[config.mk]
export PLATFORM = sky130hd
export DESIGN_NAME = dfa_clear
export DESIGN_NICKNAME = d
export VERILOG_FILES = /design/src/hw/rtl/dfa_stream_acceptor_assert.svh /design/src/hw/rtl/dfa_clear.sv
export SDC_FILE = /design/constraint.sdc
export NUM_CORES = 1
export LEC_CHECK = 0
export BUFFER_PORTS_ARGS = -buffer_cell sky130_fd_sc_hd__buf_2
export CORE_MARGIN = 2
export CORE_UTILIZATION = 40
export CTS_CLUSTER_SIZE = 10
export DETAILED_ROUTE_END_ITERATION = 10
export PLACE_DENSITY = 0.65
export SYNTH_ARGS = -nofsm -noshare
export SYNTH_HDL_FRONTEND = slang
export SYNTH_SLANG_ARGS = --single-unit
[constraint.sdc]
create_clock -name i_clk -period 2.45 [get_ports i_clk]
set_clock_uncertainty 0.05 [all_clocks]
set_input_delay 0.245 -clock i_clk [delete_from_list [all_inputs] [get_ports i_clk]]
set_output_delay 0.245 -clock i_clk [all_outputs]
set_load 0.02 [all_outputs]
[src/hw/rtl/dfa_stream_acceptor_assert.svh]
// Assertion macros shared by the acceptor RTL.
`ifndef DFA_STREAM_ACCEPTOR_ASSERT_SVH
`define DFA_STREAM_ACCEPTOR_ASSERT_SVH
`ifndef ASSERT_OFF
// Checked while out of reset.
`define DFA_ASSERT(lbl, prop, msg) \
    lbl: assert property (@(posedge i_clk) disable iff (!i_rst_n) (prop)) else $error(msg);
// Checked on every edge, reset included.
`define DFA_ASSERT_ALWAYS(lbl, prop, msg) \
    lbl: assert property (@(posedge i_clk) (prop)) else $error(msg);
`else
`define DFA_ASSERT(lbl, prop, msg)
`define DFA_ASSERT_ALWAYS(lbl, prop, msg)
`endif
`endif

[src/hw/rtl/dfa_clear.sv]
// Post-reset sweep that clears the transition table one entry a cycle.
module dfa_clear #(
    parameter int AW = 12
) (
    input  logic          i_clk,
    input  logic          i_rst_n,
    output logic          o_busy,
    output logic [AW-1:0] o_addr
);

    logic          r_busy;
    logic [AW-1:0] r_addr;

    always_ff @(posedge i_clk) begin
        if (!i_rst_n) begin
            r_busy <= 1'b1;
            r_addr <= '0;
        end else if (r_busy) begin
            // stop after the last entry
            if (r_addr == {AW{1'b1}}) begin
                r_busy <= 1'b0;
            end
            r_addr <= r_addr + AW'(1);
        end
    end

    assign o_busy = r_busy;
    assign o_addr = r_addr;

endmodule

## Word-level counts from Yosys, hierarchy flattened

Cells that the tools add are included.

- Flip-flop bits (word level): 13
- Input port bits: 2
- Output and inout port bits: 13
- Logic and storage cells: 6

- Add/sub/neg operators: 1
- Equality and inequality tests: 1
- Mux-type cells: 2

Operators with widths:

| operator | number |
|---|---|
| 12-bit by 1-bit adder with 12-bit output, second input constant | 1 |
| 12-bit equality test, second input constant | 1 |
| 1-bit two-way mux | 2 |

## Depth between registers and ports, before layout

- Word-level depth: 3
- Depth in mapped cells: 4
- Gate-level depth less buffers: 4

## Worst setup path after synthesis

No wires, ideal clock.

- Path type: reg2reg
- Start: register r_addr[0] (netlist: o_addr[0])
- End: register r_addr[10] (netlist: o_addr[10])
- Setup time: 71 ps
- Arrival: 1502 ps
- Setup slack: 827 ps
- Stages on the path, launching flop included: 5
- Buffers on the path: 0
- Period minus slack after synthesis: 1623 ps
- Cell sequence: dfxtp_1 ha_1 nand3_2 or4_1 a21oi_1

- Cells in the longest elaborated chain, start to end: 1

RTL lines:

| what | RTL line | text |
|---|---|---|
| start, declared | dfa_clear.sv:12 | `logic [AW-1:0] r_addr;` |
| start signal, assigned | dfa_clear.sv:23 | `r_addr <= r_addr + AW'(1);` |
| 12-bit by 1-bit adder with 12-bit output | dfa_clear.sv:23 |  |

No other way between the ends.
A chain may end at the register's enable or synchronous reset.

## Worst setup path in the final report

- Start: register r_addr[0] (netlist: o_addr[0])
- End: register r_addr[8] (netlist: o_addr[8])

Same word-level chain as after synthesis.

==> flow_metrics.py <==
metrics = {
    "die": {
        "ios": 15,
        "start_util": 0.436,
        "fp.coreArea_sq_um": 1330,
        "rows": 13,
        "die_h_microns": 42.1,
        "dieArea_sq_um": 1780,
        "die_w_microns": 42.1,
    },
    "power": {
        "p_per_area_nw_per_um2": 556,
        "vdd_drop_max_mv": 0.354,
        "combPwrFrac": 0.063,
        "clockPowerShare": 0.353,
        "power.sequential.fraction": 0.584,
        "intPower_mw": 0.287,
        "p_sw_mw": 0.0915,
        "swShare": 0.242,
        "power_leakage_nw": 0.272,
    },
    "min_path": {
        "whs_path_depth": 2,
        "hp-class": "in -> reg",
        "hold_start": "i_rst_n",
        "hold_path_end": "o_busy",
    },
    "drt": {
        "num_vias": 505,
        "vias_per_cell": 5.37,
        "drt_iter0_drc": 5,
        "post_drt_wl_per_cell_microns": 12.0,
        "first_pass_iters": 4,
        "wl_microns": 1130,
        "postRouteAntennaNets": 0,
        "drc": 0,
    },
    "sta": {
        "max_slew_margin": 0.776,
        "clock.fmax_mhz": 634,
        "setup_slack_ns": 0.872,
        "hold_slack_ns": 0.120,
        "final-setup-viol-count": 0,
        "layout_min_cycle_time_ns": 1.58,
        "rsz0062_at_grt": "false",
        "drv_slew": 0,
        "tightestPinTransition_ns": 0.335,
        "setup_tns_ns": 0,
        "timing_hold_violations_final": 0,
        "finalCritPeriodShare": 0.644,
    },
    "clock_tree": {
        "cts_resized": 0,
        "clock-sinks": 13,
        "clk_pin_slew_ns": 0.08,
        "hold_buffers": 0,
        "post_cts_buffers": 0,
        "h-tree-depth": 1,
        "root_buffer": "clkbuf_4",
        "cts_inserted_buffers": 3,
        "clock_path_buffers": 2,
        "cts_tree": "done",
        "clock_latency_ns": 0.28,
    },
    "critical_path": {
        "crit_path_max_incr_delay_ns": 0.53,
        "crit_path_max_fanout": 6,
        "required_ns": 2.62,
        "end_kind": "flop",
        "path_buf_inv": 0,
        "critical_path.top_delay_family": "simple AND/OR/NAND/NOR gates",
        "path_class": "reg -> reg",
        "rrSetupSlack_ns": 0.87,
        "cp.arrival_ns": 1.74,
        "start_kind": "flop",
        "critPathSlowestCell": "or4_1",
        "worstPathCellList": "ha_1 -> nand3_2 -> or4_1 -> a21oi_1",
        "rr_worst_depth": 4,
        "r2r-end": "o_addr[8]",
        "r2r_start": "o_addr[0]",
    },
    "cells_and_area": {
        "layout_commonest_cell": "buf_2",
        "final_cell_mix": "14 x buf_2, 13 x dfxtp_1, 6 x a21oi_1",
        "fillers": 135,
        "area_growth_pct": 17.0,
        "insertedDiodeCount": 0,
        "final_nets": 83,
        "drive_gt1_frac": 0.253,
    },
    "job": {
        "max_cap_violations": 0,
    },
    "placement": {
        "io_buffer_count": 14,
        "dp_hpwl_microns": 803,
        "pre_cts_ws_ns": 0.880,
        "place_congestion": 0.727,
    },
    "outcome": {
        "status": "completed",
    },
    "synth": {
        "synth-warning-count": 0,
        "syn_inst": 64,
        "syn_area_sq_um": 582,
        "synth-seq-area-share": 0.447,
        "ys_ff_latch": 13,
        "synth.distinct_cells": 23,
        "syn_nets": 67,
        "synth_area_per_cell_sq_um": 9.09,
    },
    "global_routing": {
        "grt_overflow_total": 0,
        "first_global_vias": 407,
        "grt_max_degree": 13,
        "antenna_found_initial": 0,
        "grt_first_pass_wirelength_microns": 1750,
        "grt_usage": 0.131,
    },
}
## power by group through the flow
| stage | clock network (mW) | logic, mW | registers (mW) |
|---|---|---|---|
| finish | 0.134 | 0.0238 | 0.221 |
| global route | 0.149 | 0.0266 | 0.222 |
| CTS | 0.138 | 0.0244 | 0.221 |
| detailed placement | 0 | 0.0244 | 0.226 |
| global placement | 0 | 0.0238 | 0.226 |
| floorplan | 0 | 0.0113 | 0.231 |
## registers in the layout, indices dropped and copies added (netlist names)
register	cells
o_busy	1
o_addr	12
## Yosys cell counts, drive strengths merged
cell	instances	area (sq um)
a21oi	6	30.0
buf	2	12.5
clkbuf	1	3.75
dfxtp	13	260
ha	1	12.5
inv	3	11.3
mux2i	2	20.0
nand2	5	18.8
nand2b	1	6.26
nand3	4	30.0
nand4	3	25.0
nor2	5	18.8
nor4	1	6.26
o21ai	2	10.0
o31ai	4	30.0
o41ai	1	8.76
or3	2	12.5
or4	4	30.0
xnor2	1	8.76
xor2	3	26.3
## worst max-delay path by stage
stage / cells after the start / endpoint / start
after floorplan: 4 / o_addr[10] / o_addr[0]
after global placement: 4 / o_addr[8] / o_addr[0]
after detailed placement: 4 / o_addr[8] / o_addr[0]
after CTS: 4 / o_addr[8] / o_addr[0]
after global routing: 4 / o_addr[8] / o_addr[0]
final: 4 / o_addr[8] / o_addr[0]
## per-layer routing
| layer | vias up | part of all wire | GRT usage | wire, microns |
|---|---|---|---|---|
| li1 | 264 | - | - | - |
| met1 | 229 | 0.50 | 0.154 | 565 |
| met2 | 12 | 0.44 | 0.209 | 499 |
| met3 | 0 | 0.058 | 0.0776 | 66 |
| met4 | 0 | 0 | 0.0188 | 0 |
| met5 | - | 0 | 0 | 0 |
## layout make-up
type,instances,area (sq um),share of cell area
sequential,13,260,0.382
timing repair buffer,14,70.1,0.103
clock buffer,4,26.3,0.0386
multi-input combinational,45,294,0.432
tap,15,18.8,0.0276
inverter,3,11.3,0.0165
## per-stage QoR
| step | utilization | std cells | power (mW) | area [sq um] |
|---|---|---|---|---|
| after CTS | 0.510 | 94 | 0.384 | 681 |
| final | 0.510 | 94 | 0.379 | 681 |
| after global routing | 0.510 | 94 | 0.398 | 681 |
| after floorplan | - | 64 | 0.242 | 582 |
| after global placement | 0.491 | 90 | 0.250 | 654 |
| after detailed placement | 0.491 | 90 | 0.251 | 654 |
## logic make-up (layout without fill, tap and decap cells)
group | Yosys count | count (layout) | synth area share
and+or+nand+nor | 25 | 25 | 0.254
AOI/OAI and AO/OA | 13 | 13 | 0.135
DFF | 13 | 13 | 0.447
buffers and inverters | 6 | 21 | 0.0473
xor gates and xnor gates | 4 | 4 | 0.0602
muxes | 2 | 2 | 0.0344
adders and majority gates | 1 | 1 | 0.0215
No activity file was read; power rests on OpenSTA's default activity.
