## src/hw/rtl/dfa_stream_acceptor_assert.svh

```systemverilog
// Assertion macros shared by the acceptor RTL.
`ifndef DFA_STREAM_ACCEPTOR_ASSERT_SVH
`define DFA_STREAM_ACCEPTOR_ASSERT_SVH
`ifndef ASSERT_OFF
// Checked while out of reset.
`define DFA_ASSERT(lbl, prop, msg) \
    lbl: assert property (@(posedge i_clk) disable iff (!i_rst_n) (prop)) else $error(msg);
// Checked on every edge, reset included.
`define DFA_ASSERT_ALWAYS(lbl, prop, msg) \
    lbl: assert property (@(posedge i_clk) (prop)) else $error(msg);
`else
`define DFA_ASSERT(lbl, prop, msg)
`define DFA_ASSERT_ALWAYS(lbl, prop, msg)
`endif
`endif

```

## src/hw/rtl/dfa_ram.sv

```systemverilog
// Generic single-write, single-read RAM with registered read data.
module dfa_ram #(
    parameter int WIDTH = 8,
    parameter int DEPTH = 256
) (
    input  logic                     i_clk,
    input  logic                     i_wr_en,
    input  logic [$clog2(DEPTH)-1:0] i_wr_addr,
    input  logic [WIDTH-1:0]         i_wr_data,
    input  logic                     i_rd_en,
    input  logic [$clog2(DEPTH)-1:0] i_rd_addr,
    output logic [WIDTH-1:0]         o_rd_data
);

    logic [WIDTH-1:0] r_mem [DEPTH];
    logic [WIDTH-1:0] r_rd_data;

    always_ff @(posedge i_clk) begin
        if (i_wr_en) begin
            r_mem[i_wr_addr] <= i_wr_data;
        end
        if (i_rd_en) begin
            r_rd_data <= r_mem[i_rd_addr];
        end
    end

    assign o_rd_data = r_rd_data;

endmodule

```

## config.mk

```make
export PLATFORM = sky130hd
export DESIGN_NAME = dfa_ram
export DESIGN_NICKNAME = d
export VERILOG_FILES = /design/src/hw/rtl/dfa_stream_acceptor_assert.svh /design/src/hw/rtl/dfa_ram.sv
export SDC_FILE = /design/constraint.sdc
export NUM_CORES = 2
export LEC_CHECK = 0
export ABC_AREA = 1
export BUFFER_PORTS_ARGS = -buffer_cell sky130_fd_sc_hd__buf_4
export CAP_MARGIN = 20
export CELL_PAD_IN_SITES_DETAIL_PLACEMENT = 0
export CELL_PAD_IN_SITES_GLOBAL_PLACEMENT = 1
export CORE_MARGIN = 8
export CORE_UTILIZATION = 50
export DETAILED_ROUTE_END_ITERATION = 10
export GPL_TIMING_DRIVEN = 1
export MAX_ROUTING_LAYER = met4
export PLACE_DENSITY = 0.74
export SLEW_MARGIN = 15
export SYNTH_ARGS = -nofsm -noshare
export SYNTH_HDL_FRONTEND = slang
export SYNTH_SLANG_ARGS = --single-unit
export TNS_END_PERCENT = 100
```

## constraint.sdc

```tcl
create_clock -name i_clk -period 2 [get_ports i_clk]
set_input_delay 0.3 -clock i_clk [delete_from_list [all_inputs] [get_ports i_clk]]
set_output_delay 0.3 -clock i_clk [all_outputs]
set_load 0.03 [all_outputs]
```

======== Word level (Yosys, flattened, before mapping) ========
Memories as Yosys holds them, arrays and structs flattened. A register that Yosys moved wholly into a read port is not among the register bits.
Cells that the tools add are included.
cells by class
  muxes and demuxes ....................... 2
operators with widths
  kind              number
  2-to-1 mux 1 bit  2
storage, ports and cells
  memories kept ........................... 1
  logic and storage cells ................. 3
  RAM bits ................................ 2,048
  input bits .............................. 27
  output and inout bits ................... 8
  register bits after elaboration ......... 0
memories
  name   depth  width  read ports  clocked after Yosys merged registers in  wr ports  line           text
  r_mem  256    8      1           1                                        1         dfa_ram.sv:15  logic [WIDTH-1:0] r_mem [DEPTH];

======== Longest topological paths before layout ========
  word-level depth ........................ 2
  depth in mapped cells ................... 15
  gate-level depth less buffers ........... 11

======== Worst setup path before layout ========
No wires, ideal clock.
  path type ............................... in2reg
  from .................................... input i_wr_en
  to ...................................... memory r_mem[162][0], enable pin
  setup time .............................. 0.370 ns
  data required time ...................... 1.630 ns
  stages .................................. 4
  data arrival time ....................... 1.421 ns
  setup slack ............................. 0.209 ns
  buffers on the path ..................... 2
  path through ............................ clkbuf_1 nand3_1 clkbuf_1 nor2_1
on the way
  word-level cells in the longest chain between the ends .. 2
RTL lines
  element                                 line           text
  from (decl)                             dfa_ram.sv:7   input logic i_wr_en,
  2-to-1 mux 1 bit                        dfa_ram.sv:19  if (i_wr_en) begin
  2-to-1 mux 1 bit (implied by the code)  dfa_ram.sv:20  r_mem[i_wr_addr] <= i_wr_data;
  to (decl)                               dfa_ram.sv:15
Every way passes these cells.

======== Worst setup path in the final report ========
  from .................................... register r_rd_data[3] (netlist: o_rd_data[3]) (read register of r_mem)
  to ...................................... output o_rd_data[3]
RTL lines
  element      line           text
  from (decl)  dfa_ram.sv:16  logic [WIDTH-1:0] r_rd_data;
  to (decl)    dfa_ram.sv:12  output logic [WIDTH-1:0] o_rd_data
No word-level cell between the ends.

==> load_flow_metrics.sql <==
INSERT INTO impl_metrics (metric_group, metric, value, unit) VALUES
('place', 'gp_weighted_congestion', '0.886', ''),
('yosys', 'ys_seq_area_share', '74.0', '%'),
('grt', 'grt_pass1_vias', '53778', ''),
('yosys', 'synth_cells', '7003', ''),
('critical_path', 'reg2reg_end', 'o_rd_data[4]', ''),
('layout', 'number_of_nets_in_the_layout', '7505', ''),
('sta', 'period_minus_slack', '1920', 'ps'),
('floorplan', 'fp.dieArea', '180000', 'sq um'),
('floorplan', 'ports_placed_on_the_boundary', '35', ''),
('layout', 'flow.area_growth_from_synthesis', '17.7', '%'),
('critical_path', 'timing.critical_path.max_delay_family', 'flip-flops', ''),
('hold_path', 'hp-class', 'input pin to register', ''),
('critical_path', 'regToRegSetupSlack', '80', 'ps'),
('place', 'dpl_worst_slack', '-598', 'ps'),
('yosys', 'syn-cell-area', '83500', 'sq um'),
('place', 'post-place-cells', '9465', ''),
('hold_path', 'timing.hold.worst_path_depth', '5', ''),
('place', 'port-buffer-count', '34', ''),
('drt', 'drt.antenna.violating_nets', '0', ''),
('grt', 'grt_overflow', '0', ''),
('critical_path', 'critPathArrivalTime', '1620', 'ps'),
('pwr', 'power_dissipated_by_switching_net_loads', '0.0204', 'W'),
('pwr', 'power.static_leakage', '35.4', 'nW'),
('sta', 'worst_pin_slew', '634', 'ps'),
('floorplan', 'floorplan.die.height', '425', 'um'),
('sta', 'final-max-slew-violation-count', '0', ''),
('critical_path', 'crit_slowest_cell', 'sky130_fd_sc_hd__edfxtp_1', ''),
('floorplan', 'effective_utilization_at_floorplan', '50.1', '%'),
('hold_path', 'hold_path_end', 'r_mem[156][4]', ''),
('pwr', 'internal_power', '0.0707', 'W'),
('sta', 'timing.final.hold_violations', '0', ''),
('grt', 'grt.total_usage', '26.5', '%'),
('sta', 'worst_slew_margin_rel', '57.7', '%'),
('critical_path', 'critPathLaunchType', 'register', ''),
('layout', 'postLayoutCoreUtil', '59.0', '%'),
('sta', 'period_share', '96.0', '%'),
('drt', 'drtIter0Drc', '6382', ''),
('yosys', 'synth.distinct_cells', '13', ''),
('pwr', 'sw_frac_of_total', '22.4', '%'),
('clocking', 'cts_setup_buffers', '0', ''),
('outcome', 'outcome', 'finished, final reports clean', ''),
('sta', 'timing.fmax', '0.521', 'GHz'),
('job', 'maxCapViolations', '0', ''),
('layout', 'share_of_final_layout_standard_cells_stronger_than_drive_strength_1', '13.5', '%'),
('yosys', 'synthDominantAreaCellType', 'sky130_fd_sc_hd__edfxtp_1', ''),
('drt', 'detail_route.drc_violations', '0', ''),
('pwr', 'relative_contribution_of_combinational_cells_to_total_power', '6.9', '%'),
('clocking', 'numClockSinks', '2056', ''),
('yosys', 'synth.area.top_cells', 'sky130_fd_sc_hd__edfxtp_1 74%, sky130_fd_sc_hd__nand3_1 12%, sky130_fd_sc_hd__nand2_1 9.5%', ''),
('clocking', 'path_clk_slew', '60', 'ps'),
('yosys', 'ys_ff_latch', '2056', ''),
('pwr', 'vdd.ir_drop.worst', '0.697', 'mV'),
('clocking', 'clk_path_buf_depth', '3', ''),
('yosys', 'post_synth.cell_area_avg', '11.9', 'sq um'),
('clocking', 'cts_root_buf', 'sky130_fd_sc_hd__clkbuf_16', ''),
('drt', 'route.final.wire_length', '235000', 'um'),
('sta', 'fin_ws', '80.3', 'ps'),
('drt', 'avgViaCountPerCell', '5.69', ''),
('pwr', 'clock_power_share', '40.9', '%'),
('sta', 'setup_violations', '0', ''),
('sta', 'setup_total_negative_slack', '0', 'ps'),
('clocking', 'h-tree-depth', '4', ''),
('yosys', 'warnings_from_yosys', '0', ''),
('critical_path', 'critical_path_required', '1700', 'ps'),
('clocking', 'cts_tree', 'done', ''),
('floorplan', 'die_width', '425', 'um'),
('hold_path', 'hp-start', 'i_wr_addr[2]', ''),
('critical_path', 'worst_path_largest_cell_delay', '540', 'ps'),
('pwr', 'p_seq_share', '52.2', '%'),
('critical_path', 'critPathBufInv', '1', ''),
('yosys', 'synth_nets', '7030', '');
## area by class of cell
class                           instances  area, sq um
Antenna cell                            2         5.00
Clock inverter                        119         1050
Tap cell                             2204         2760
Fill cell                           13167        68200
Inverter                               39          180
Timing Repair Buffer                  751         7910
Multi-Input combinational cell       4425        19200
Clock buffer                          258         5410
Sequential cell                      2056        61700
## per-layer routing
layer,GRT usage (%),up-vias,share of wire [%]
met5,-,-,0
met4,8.58,0,3.4
met3,3.86,422,7.3
met2,41.5,2225,47
met1,36.1,27561,42
li1,-,25868,-
## state kept, by name (all words and copies together) (netlist names)
| signal | flops |
|---|---|
| r_mem | 2048 |
| o_rd_data | 8 |
## stage by stage
step	cell area, sq um	hold slack, ps
finish	98200	273
global route	98200	261
floorplan	83500	399
global placement	91700	637
CTS	98200	191
detailed placement	91700	642
## worst reg2reg max path, delay by kind of cell (launching register included)
kind,cells,cell delay (ps)
flops,1,360
simple gates,10,1340
## kinds of logic after synthesis
kind of cell / count (synthesis) / synth area share [%]
AND/OR/NAND/NOR: 4425 / 22.9
flip-flops: 2056 / 74.0
buffers and inverters: 522 / 3.12
## cells in the mapped netlist
master and instances:
sky130_fd_sc_hd__buf_1 40, sky130_fd_sc_hd__buf_2 268, sky130_fd_sc_hd__buf_4 46, sky130_fd_sc_hd__buf_6 16
sky130_fd_sc_hd__buf_8 1, sky130_fd_sc_hd__clkbuf_1 112, sky130_fd_sc_hd__edfxtp_1 2056, sky130_fd_sc_hd__inv_1 36
sky130_fd_sc_hd__inv_2 2, sky130_fd_sc_hd__inv_4 1, sky130_fd_sc_hd__nand2_1 2123, sky130_fd_sc_hd__nand3_1 2019
sky130_fd_sc_hd__nor2_1 283
## how the worst max path moves through the flow
stage,from,end,slack [ps],cells after the start
6_report,o_rd_data[3],o_rd_data[3],80,1
5_1_grt,r_mem[175][0],o_rd_data[0],9,11
4_1_cts,o_rd_data[3],o_rd_data[3],10,1
3_5_place_dp,i_rd_addr[1],o_rd_data[3],-600,13
3_3_place_gp,i_rd_addr[1],o_rd_data[3],-600,13
2_1_floorplan,i_wr_en,r_mem[162][0],210,4
## layout by cell type, fill, tap and decap left out, types with 2 or more instances in the layout
cell type / Yosys / final
sky130_fd_sc_hd__buf_12: 0 / 173
sky130_fd_sc_hd__buf_4: 46 / 557
sky130_fd_sc_hd__buf_8: 1 / 11
sky130_fd_sc_hd__bufinv_16: 0 / 16
sky130_fd_sc_hd__clkbuf_1: 112 / 49
sky130_fd_sc_hd__clkbuf_16: 0 / 209
sky130_fd_sc_hd__clkinv_1: 0 / 59
sky130_fd_sc_hd__clkinv_2: 0 / 28
sky130_fd_sc_hd__clkinv_4: 0 / 2
sky130_fd_sc_hd__clkinv_8: 0 / 5
sky130_fd_sc_hd__clkinvlp_4: 0 / 3
sky130_fd_sc_hd__diode_2: 0 / 2
sky130_fd_sc_hd__dlygate4sd3_1: 0 / 10
sky130_fd_sc_hd__edfxtp_1: 2056 / 2056
sky130_fd_sc_hd__inv_1: 36 / 34
sky130_fd_sc_hd__inv_16: 0 / 2
sky130_fd_sc_hd__inv_6: 0 / 4
sky130_fd_sc_hd__inv_8: 0 / 2
sky130_fd_sc_hd__nand2_1: 2123 / 2111
sky130_fd_sc_hd__nand2_2: 0 / 12
sky130_fd_sc_hd__nand3_1: 2019 / 2015
sky130_fd_sc_hd__nand3_2: 0 / 4
sky130_fd_sc_hd__nor2_1: 283 / 283
## power by group through the flow
stage,Combinational [W],Clock (W),Sequential [W]
after floorplan,0.00293,0,0.0485
after global placement,0.00621,0,0.0485
after detailed placement,0.00625,0,0.0485
after CTS,0.00629,0.0378,0.0476
after global routing,0.00677,0.0393,0.0475
final,0.00628,0.0373,0.0476
## timing repair
| action | CTS | global route |
|---|---|---|
| hold buffers | 10 | 0 |
| resized for setup | 0 | 4 |
| hold endpoints to repair | 272 | 0 |
| setup endpoints to repair | 0 | 2 |
Note: power is estimated with default switching activity, not from simulation.
